### src/design/lfb_pkg.sv
// Shared types and constants of the LED fade and blink controller.
`default_nettype none
package lfb_pkg;

   localparam int LEVEL_W   = 8;
   localparam int PIN_W     = 8;
   localparam int TIME_W    = 15;
   localparam int ELAPSED_W = 16;
   localparam int SCALE_W   = 9;
   localparam int QUOT_W    = 8;
   localparam int FUNC_W    = 3;
   localparam int MODE_W    = 3;
   localparam int CSR_IDX_W = 2;

   localparam logic [LEVEL_W-1:0]   LEVEL_FULL  = 8'd255;
   localparam logic [LEVEL_W-1:0]   LEVEL_DARK  = 8'd0;
   localparam logic [ELAPSED_W-1:0] ELAPSED_MAX = 16'hFFFF;
   localparam logic [SCALE_W-1:0]   SCALE_FULL  = 9'd256;

   localparam logic [PIN_W-1:0]  RST_LED_PIN   = 8'd0;
   localparam logic [TIME_W-1:0] RST_FADE_TIME = 15'd1000;
   localparam logic [TIME_W-1:0] RST_BLINK_ON  = 15'd500;
   localparam logic [TIME_W-1:0] RST_BLINK_OFF = 15'd500;

   typedef enum logic [FUNC_W-1:0] {
      FUNC_TICK     = 3'd0,
      FUNC_ON       = 3'd1,
      FUNC_OFF      = 3'd2,
      FUNC_TOGGLE   = 3'd3,
      FUNC_FADE_IN  = 3'd4,
      FUNC_FADE_OUT = 3'd5,
      FUNC_BLINK    = 3'd6
   } func_type;

   typedef enum logic [MODE_W-1:0] {
      MODE_OFF      = 3'd0,
      MODE_ON       = 3'd1,
      MODE_FADE_IN  = 3'd2,
      MODE_FADE_OUT = 3'd3,
      MODE_BLINK    = 3'd4
   } mode_type;

   typedef enum logic [2:0] {
      ST_IDLE,
      ST_SCALE,
      ST_DIVIDE,
      ST_MULT,
      ST_LEVEL,
      ST_EMIT
   } state_type;

   typedef enum logic [CSR_IDX_W-1:0] {
      CSR_LED_PIN   = 2'd0,
      CSR_FADE_TIME = 2'd1,
      CSR_BLINK_ON  = 2'd2,
      CSR_BLINK_OFF = 2'd3
   } csr_type;

   typedef struct packed {
      logic busy;
      logic done;
   } div_stat_type;

endpackage
`default_nettype wire

### src/design/lfb_scale_div.sv
// Iterative restoring divider producing the eight-bit fade scale, one bit per cycle.
`default_nettype none
module lfb_scale_div (
   input  wire logic                       clock,
   input  wire logic                       reset,
   input  wire logic                       start,
   input  wire logic [lfb_pkg::TIME_W-1:0] dividend,
   input  wire logic [lfb_pkg::TIME_W-1:0] divisor,
   output logic      [lfb_pkg::QUOT_W-1:0] quotient,
   output lfb_pkg::div_stat_type           stat
);
   import lfb_pkg::*;

   localparam int CNT_W = $clog2(QUOT_W);
   localparam logic [CNT_W-1:0] CNT_LAST = CNT_W'(QUOT_W - 1);

   logic                busy_ff, busy_in;
   logic                done_ff, done_in;
   logic [CNT_W-1:0]    cnt_ff, cnt_in;
   logic [TIME_W-1:0]   rem_ff, rem_in;
   logic [QUOT_W-1:0]   quot_ff, quot_in;

   logic [TIME_W:0]     shifted;
   logic [TIME_W:0]     diff;
   logic                ge;

   // The remainder always stays below the divisor, so one doubling fits in TIME_W+1 bits.
   always_comb begin
      shifted = {rem_ff, 1'b0};
      diff    = shifted - {1'b0, divisor};
      ge      = shifted >= {1'b0, divisor};
      busy_in = busy_ff;
      done_in = 1'b0;
      cnt_in  = cnt_ff;
      rem_in  = rem_ff;
      quot_in = quot_ff;
      if (start) begin
         busy_in = 1'b1;
         cnt_in  = '0;
         rem_in  = dividend;
         quot_in = '0;
      end else if (busy_ff) begin
         rem_in  = ge ? diff[TIME_W-1:0] : shifted[TIME_W-1:0];
         quot_in = {quot_ff[QUOT_W-2:0], ge};
         cnt_in  = cnt_ff + 1'b1;
         if (cnt_ff == CNT_LAST) begin
            busy_in = 1'b0;
            done_in = 1'b1;
         end
      end
   end

   always_ff @(posedge clock) begin
      if (reset) begin
         busy_ff <= 1'b0;
         done_ff <= 1'b0;
         cnt_ff  <= '0;
      end else begin
         busy_ff <= busy_in;
         done_ff <= done_in;
         cnt_ff  <= cnt_in;
      end
      rem_ff  <= rem_in;
      quot_ff <= quot_in;
   end

   assign quotient = quot_ff;
   assign stat     = {busy_ff, done_ff};

`ifndef SYNTHESIS
   a_done_not_busy: assert property (@(posedge clock) disable iff (reset)
      done_ff |-> !busy_ff)
      else $error("divider reports done while still busy");

   a_start_busy: assert property (@(posedge clock) disable iff (reset)
      start |=> busy_ff)
      else $error("divider not busy after start");

   a_done_after_last: assert property (@(posedge clock) disable iff (reset)
      done_ff |-> $past(busy_ff) && $past(cnt_ff) == CNT_LAST)
      else $error("divider done without completing all steps");
`endif

endmodule
`default_nettype wire

### src/design/led_fade_blink_controller_top.sv
// Top level of the LED fade and blink controller: sequencer, state and result register.
`default_nettype none
// Each transfer on the req_ channel is a one-millisecond tick or a command, and
// produces exactly one rsp_ transfer carrying the LED level and mode after it.
// Commands, and ticks outside a fade, pass from idle through the emit step, which
// loads their result. A tick during a fade goes from idle through the scale step,
// which starts the eight-step restoring divider that forms the fade scale
// elapsed*256/fade_time (one quotient bit per cycle), the divide step, which
// collects the quotient, then a multiply step, a curve step and the emit step.
// Where elapsed has reached fade_time the divider is skipped and the tick goes
// straight from the scale step to the multiply step. A result still waiting in the
// output register stretches an item by the cycles it waits there.
// req_ready is high whenever the sequencer is idle, even while a result still
// waits in the output register. Configuration writes are taken on any cycle in
// which csr_we is high and should be made only while the block is idle.
module led_fade_blink_controller_top (
   input  wire logic                          clock,
   input  wire logic                          reset,
   input  wire logic                          req_valid,
   output logic                               req_ready,
   input  wire logic [lfb_pkg::FUNC_W-1:0]    req_func,
   input  wire logic [lfb_pkg::PIN_W-1:0]     req_target_pin,
   output logic                               rsp_valid,
   input  wire logic                          rsp_ready,
   output logic      [lfb_pkg::LEVEL_W-1:0]   rsp_level,
   output logic      [lfb_pkg::MODE_W-1:0]    rsp_mode,
   input  wire logic                          csr_we,
   input  wire logic [lfb_pkg::CSR_IDX_W-1:0] csr_index,
   input  wire logic [lfb_pkg::TIME_W-1:0]    csr_wdata
);
   import lfb_pkg::*;

   localparam int PROD_W = 17;
   localparam int WIDE_W = PROD_W + LEVEL_W;
   localparam logic [SCALE_W:0] SCALE_TWICE = 10'd512;

   state_type            state_ff, state_in;
   mode_type             mode_ff, mode_in;
   logic [LEVEL_W-1:0]   level_ff, level_in;
   logic [ELAPSED_W-1:0] elapsed_ff, elapsed_in;
   logic [SCALE_W-1:0]   scale_ff, scale_in;
   logic [PROD_W-1:0]    prod_ff, prod_in;

   logic [PIN_W-1:0]     led_pin_ff;
   logic [TIME_W-1:0]    fade_time_ff;
   logic [TIME_W-1:0]    blink_on_ff;
   logic [TIME_W-1:0]    blink_off_ff;

   logic                 rsp_valid_ff, rsp_valid_in;
   logic [LEVEL_W-1:0]   rsp_level_ff, rsp_level_in;
   logic [MODE_W-1:0]    rsp_mode_ff, rsp_mode_in;

   logic                 div_start;
   logic [QUOT_W-1:0]    div_quot;
   div_stat_type         div_stat;

   func_type             func;
   logic                 pin_hit;
   logic [ELAPSED_W-1:0] elapsed_inc;
   logic [TIME_W-1:0]    divisor;
   logic                 fading_in;
   logic [SCALE_W:0]     mul_b;
   logic [PROD_W-1:0]    mul_a_ext, mul_b_ext;
   logic [WIDE_W-1:0]    wide;
   logic [LEVEL_W-1:0]   curve;
   logic [LEVEL_W-1:0]   fade_level;
   logic                 fade_over;

   lfb_scale_div u_div (
      .clock    (clock),
      .reset    (reset),
      .start    (div_start),
      .dividend (elapsed_ff[TIME_W-1:0]),
      .divisor  (divisor),
      .quotient (div_quot),
      .stat     (div_stat)
   );

   always_comb begin
      func        = func_type'(req_func);
      pin_hit     = req_target_pin == led_pin_ff;
      elapsed_inc = (elapsed_ff == ELAPSED_MAX) ? elapsed_ff : elapsed_ff + 1'b1;
      // A zero fade time divides by one, so the fade completes on its first tick.
      divisor     = (fade_time_ff == '0) ? TIME_W'(1) : fade_time_ff;
      fading_in   = mode_ff == MODE_FADE_IN;
      mul_b       = fading_in ? {1'b0, scale_ff} : SCALE_TWICE - {1'b0, scale_ff};
      mul_a_ext   = PROD_W'(scale_ff);
      mul_b_ext   = PROD_W'(mul_b);
      // 255*p is formed as 256*p - p; the product never exceeds 65536.
      wide        = {prod_ff, {LEVEL_W{1'b0}}} - WIDE_W'(prod_ff);
      curve       = wide[2*LEVEL_W+LEVEL_W-1:2*LEVEL_W];
      fade_level  = fading_in ? curve : LEVEL_FULL - curve;
      fade_over   = elapsed_ff > {1'b0, fade_time_ff};
   end

   always_comb begin
      state_in     = state_ff;
      mode_in      = mode_ff;
      level_in     = level_ff;
      elapsed_in   = elapsed_ff;
      scale_in     = scale_ff;
      prod_in      = prod_ff;
      div_start    = 1'b0;
      req_ready    = 1'b0;
      rsp_valid_in = rsp_valid_ff && !rsp_ready;
      rsp_level_in = rsp_level_ff;
      rsp_mode_in  = rsp_mode_ff;
      case (state_ff)
         ST_IDLE: begin
            req_ready = 1'b1;
            if (req_valid) begin
               state_in = ST_EMIT;
               case (func)
                  FUNC_TICK: begin
                     elapsed_in = elapsed_inc;
                     if (mode_ff == MODE_FADE_IN || mode_ff == MODE_FADE_OUT) begin
                        state_in = ST_SCALE;
                     end else if (mode_ff == MODE_BLINK) begin
                        if (level_ff == LEVEL_FULL && elapsed_inc > {1'b0, blink_on_ff}) begin
                           level_in   = LEVEL_DARK;
                           elapsed_in = '0;
                        end else if (level_ff == LEVEL_DARK &&
                                     elapsed_inc > {1'b0, blink_off_ff}) begin
                           level_in   = LEVEL_FULL;
                           elapsed_in = '0;
                        end
                     end
                  end
                  FUNC_ON: begin
                     if (pin_hit) begin
                        level_in = LEVEL_FULL;
                        mode_in  = MODE_ON;
                     end
                  end
                  FUNC_OFF: begin
                     if (pin_hit) begin
                        level_in = LEVEL_DARK;
                        mode_in  = MODE_OFF;
                     end
                  end
                  FUNC_TOGGLE: begin
                     if (pin_hit) begin
                        if (level_ff == LEVEL_FULL) begin
                           level_in = LEVEL_DARK;
                           mode_in  = MODE_OFF;
                        end else begin
                           level_in = LEVEL_FULL;
                           mode_in  = MODE_ON;
                        end
                     end
                  end
                  FUNC_FADE_IN: begin
                     if (pin_hit && mode_ff == MODE_OFF) begin
                        elapsed_in = '0;
                        mode_in    = MODE_FADE_IN;
                     end
                  end
                  FUNC_FADE_OUT: begin
                     if (pin_hit && mode_ff == MODE_ON) begin
                        elapsed_in = '0;
                        mode_in    = MODE_FADE_OUT;
                     end
                  end
                  FUNC_BLINK: begin
                     if (pin_hit) begin
                        level_in   = LEVEL_FULL;
                        elapsed_in = '0;
                        mode_in    = MODE_BLINK;
                     end
                  end
                  default: begin
                  end
               endcase
            end
         end
         ST_SCALE: begin
            // Once elapsed reaches the divisor the scale saturates at full.
            if (elapsed_ff >= {1'b0, divisor}) begin
               scale_in = SCALE_FULL;
               state_in = ST_MULT;
            end else begin
               div_start = 1'b1;
               state_in  = ST_DIVIDE;
            end
         end
         ST_DIVIDE: begin
            if (div_stat.done) begin
               scale_in = {1'b0, div_quot};
               state_in = ST_MULT;
            end
         end
         ST_MULT: begin
            prod_in  = PROD_W'(mul_a_ext * mul_b_ext);
            state_in = ST_LEVEL;
         end
         ST_LEVEL: begin
            level_in = fade_level;
            if (fading_in) begin
               if (fade_level == LEVEL_FULL || fade_over) begin
                  level_in = LEVEL_FULL;
                  mode_in  = MODE_ON;
               end
            end else if (fade_level == LEVEL_DARK || fade_over) begin
               level_in = LEVEL_DARK;
               mode_in  = MODE_OFF;
            end
            state_in = ST_EMIT;
         end
         ST_EMIT: begin
            // Wait until the output register is free or is being emptied this cycle.
            if (!rsp_valid_ff || rsp_ready) begin
               rsp_valid_in = 1'b1;
               rsp_level_in = level_ff;
               rsp_mode_in  = mode_ff;
               state_in     = ST_IDLE;
            end
         end
         default: begin
            state_in = ST_IDLE;
         end
      endcase
   end

   always_ff @(posedge clock) begin
      if (reset) begin
         state_ff     <= ST_IDLE;
         mode_ff      <= MODE_OFF;
         level_ff     <= LEVEL_DARK;
         elapsed_ff   <= '0;
         rsp_valid_ff <= 1'b0;
      end else begin
         state_ff     <= state_in;
         mode_ff      <= mode_in;
         level_ff     <= level_in;
         elapsed_ff   <= elapsed_in;
         rsp_valid_ff <= rsp_valid_in;
      end
      scale_ff     <= scale_in;
      prod_ff      <= prod_in;
      rsp_level_ff <= rsp_level_in;
      rsp_mode_ff  <= rsp_mode_in;
   end

   always_ff @(posedge clock) begin
      if (reset) begin
         led_pin_ff   <= RST_LED_PIN;
         fade_time_ff <= RST_FADE_TIME;
         blink_on_ff  <= RST_BLINK_ON;
         blink_off_ff <= RST_BLINK_OFF;
      end else if (csr_we) begin
         case (csr_type'(csr_index))
            CSR_LED_PIN:   led_pin_ff   <= csr_wdata[PIN_W-1:0];
            CSR_FADE_TIME: fade_time_ff <= csr_wdata;
            CSR_BLINK_ON:  blink_on_ff  <= csr_wdata;
            CSR_BLINK_OFF: blink_off_ff <= csr_wdata;
            default: begin
            end
         endcase
      end
   end

   assign rsp_valid = rsp_valid_ff;
   assign rsp_level = rsp_level_ff;
   assign rsp_mode  = rsp_mode_ff;

`ifndef SYNTHESIS
   a_div_done_in_divide: assert property (@(posedge clock) disable iff (reset)
      div_stat.done |-> state_ff == ST_DIVIDE)
      else $error("divider finished outside the divide step");

   a_rsp_from_emit: assert property (@(posedge clock) disable iff (reset)
      $rose(rsp_valid_ff) |-> $past(state_ff == ST_EMIT))
      else $error("result loaded outside the emit step");

   a_off_is_dark: assert property (@(posedge clock) disable iff (reset)
      mode_ff == MODE_OFF |-> level_ff == LEVEL_DARK)
      else $error("LED off but level not dark");

   a_on_is_full: assert property (@(posedge clock) disable iff (reset)
      mode_ff == MODE_ON |-> level_ff == LEVEL_FULL)
      else $error("LED on but level not full");
`endif

endmodule
`default_nettype wire
### config.mk
export PLATFORM = sky130hd
export DESIGN_NAME = led_fade_blink_controller_top
export DESIGN_NICKNAME = d
export VERILOG_FILES = /design/src/design/lfb_pkg.sv /design/src/design/lfb_scale_div.sv /design/src/design/led_fade_blink_controller_top.sv
export SDC_FILE = /design/constraint.sdc
export NUM_CORES = 1
export LEC_CHECK = 0
export ABC_AREA = 1
export BUFFER_PORTS_ARGS = -buffer_cell sky130_fd_sc_hd__buf_2
export CAP_MARGIN = 5
export CORE_ASPECT_RATIO = 0.8
export CORE_MARGIN = 3
export CORE_UTILIZATION = 69
export DETAILED_ROUTE_END_ITERATION = 8
export PLACE_DENSITY = 0.87
export SYNTH_ARGS = -nofsm -noshare
export SYNTH_HDL_FRONTEND = slang
export SYNTH_HIERARCHICAL = 1
export SYNTH_SLANG_ARGS = --single-unit
### constraint.sdc
create_clock -name clock -period 18.1 [get_ports clock]
set_clock_uncertainty 0.1 [all_clocks]
set_input_delay 2.715 -clock clock [delete_from_list [all_inputs] [get_ports clock]]
set_output_delay 2.715 -clock clock [all_outputs]
set_load 0.05 [all_outputs]
==> metrics.md <==
| Metric | Value |
|---|---|
| FF-to-FF path depth | `24` |
| Final min period | `6.674 ns` |
| Data required, critical path | `18.18 ns` |
| Clock Tree Buf Depth | `2` |
| Inserted Diodes | `0` |
| Share of cells above drive strength 1 | `6.911%` |
| DR vias/cell | `5.515` |
| DRC Markers | `0` |
| Fillers | `1461` |
| Fmax | `149.8 MHz` |
| Reg-to-reg critical path endpoint | `prod_ff[16]` |
| Via count | `11930` |
| Fin nets | `2109` |
| GP Congestion | `0.9645` |
| GRT Overall Usage | `31.92%` |
| Clock latency at the later pin of the worst-skew pair | `0.43 ns` |
| Die X | `159.9 um` |
| Congestion Overflow GR | `0` |
| Reg-to-reg slack, setup | `11.43 ns` |
| Post-route setup TNS | `0 ns` |
| Crit. Startpoint | `mode_ff[1]` |
| Mapped Cells | `1875` |
| Row Count | `44` |
| Status | `completed` |
| Critical path class | `reg2reg` |
| I/O pins | `46` |
| Crit start category | `flip-flop` |
| RR Startpoint | `mode_ff[1]` |
| Max cap viols | `0` |
| Die area | `20640 um2` |
| Dpl cells | `2132` |
| Area growth syn-to-layout | `7.525%` |
| Hold Crit Class | `reg2reg` |
| Post-CTS Resized | `0` |
| Routed WL | `32660 um` |
| Largest net degree at the start of global routing | `59` |
| Core area | `18390 um2` |
| # port buffers | `45` |
| Root cell of the clock tree | `clkbuf_16` |
| Final max-slew violation count | `0` |
| Setup Buffers After CTS | `0` |
| Synth Cell Area | `13070 um2` |
| # hold bufs at CTS | `0` |
| CTS tree | `built` |
| RSZ-0062 raised after global routing | `false` |
| Final HPWL DP | `25860 um` |
| Clock slew at reported path FFs | `0.06 ns` |
| Critical Path End | `prod_ff[16]` |
| CP max FO | `28` |
| CTS Buf Count | `17` |
| Avg Inst Size Synth | `6.971 um2` |
| First-pass GRT wire length | `53280 um` |
| Final setup fails | `0` |
| Iteration-0 DRC Markers | `1184` |
| Critical Path End Type | `flip-flop` |
| Final worst-path cycle share | `36.87%` |
| YS warnings | `6` |
| Slew HR | `19.87%` |
| CTS sink cnt | `149` |
| Vias in the first global route | `10910` |
| Initial core utilization | `71.08%` |
| FF+latch area | `3503 um2` |
| Multi-input logic area | `7875 um2` |
| Finished Layout Cells | `2163` |
| Post-route ant nets | `0` |
| Least-Margin Pin Slew | `1.202 ns` |
| WL/cell | `15.10 um` |
| Initial DRT Pass Iterations | `5` |
| Fin. Hold Viols | `0` |
| Initial antenna violation count | `0` |
| Die Y | `129.1 um` |
| Arr. time, crit path | `6.75 ns` |
| H-tree depth | `4` |
==> area by class of cell <==
type | count | share of cell area, %
inverters | 394 | 10.52
clock inverters | 8 | 0.5965
repair buffers | 50 | 1.870
well taps | 253 | 2.252
flip-flops and latches | 149 | 24.93
clock buffers | 23 | 3.793
multi-input cells | 1286 | 56.04
==> metrics by stage <==
stage | setup slack [ns] | utilization [%] | hold slack (ns) | area, um2
after floorplan | 12.34 | - | 0.3082 | 13090
after global placement | 11.70 | 73.07 | 0.3123 | 13440
after detailed placement | 11.53 | 73.07 | 0.3315 | 13440
after CTS | 11.50 | 76.43 | 0.3357 | 14050
after global routing | 10.97 | 76.43 | 0.3390 | 14050
final | 11.43 | 76.43 | 0.3318 | 14050
==> state kept, by name (all words and copies together) (netlist names) <==
signal,flops
state_ff,3
rsp_level,8
u_div/done_ff,1
scale_ff,9
prod_ff,17
rsp_valid,1
level_ff,8
elapsed_ff,16
led_pin_ff,8
u_div/rem_ff,15
fade_time_ff,15
rsp_mode,3
u_div/busy_ff,1
blink_off_ff,15
mode_ff,3
blink_on_ff,15
u_div/cnt_ff,3
u_div/quotient,8
==> layout by cell type (no fill, tap or decap), drive strengths merged, types with 52 or more instances in the layout <==
master and instances:
nand2 483, inv 392, nor2 177, ha 121, a21oi 117, dfxtp 97
nand3 95, o21ai 74, fa 57, edfxtp 52
==> critical path: stages (launching register included) <==
cell	delay (ns)
dfxtp_1	0.32
inv_1	0.09
nor2_1	0.07
nand2_2	0.42
clkinv_1	0.58
or2_2	0.47
o21ai_1	0.30
nor2_1	0.14
fa_1	0.48
fa_1	0.54
inv_1	0.05
fa_1	0.46
fa_1	0.55
inv_1	0.04
ha_1	0.34
nand2_1	0.09
nor2_1	0.04
a211oi_1	0.40
nor3_1	0.09
nor2_1	0.19
o21ai_0	0.11
a21oi_1	0.20
o21ai_0	0.11
a21oi_1	0.16
xor2_1	0.08
==> worst min-delay path by stage <==
| stage | startpoint | end | slack (ns) | depth (start not counted) |
|---|---|---|---|---|
| 2_1_floorplan | mode_ff[0] | rsp_mode[0] | 0.31 | 0 |
| 3_3_place_gp | mode_ff[0] | rsp_mode[0] | 0.31 | 0 |
| 3_5_place_dp | mode_ff[0] | rsp_mode[0] | 0.33 | 0 |
| 4_1_cts | mode_ff[0] | rsp_mode[0] | 0.34 | 0 |
| 5_1_grt | mode_ff[0] | rsp_mode[0] | 0.34 | 0 |
| 6_report | mode_ff[0] | rsp_mode[0] | 0.33 | 0 |
==> routing by layer <==
metal / vias to the layer above / wire length [um] / GRT usage, %
met2: 512 / 13950 / 48.51
met5: - / 0 / 0
met3: 35 / 3123 / 6.296
met1: 5464 / 15180 / 47.81
met4: 0 / 414 / 6.684
li1: 5918 / - / -
Power is not shown: default switching activity piles up to over one toggle a cycle in this logic, so the estimate is an artifact.
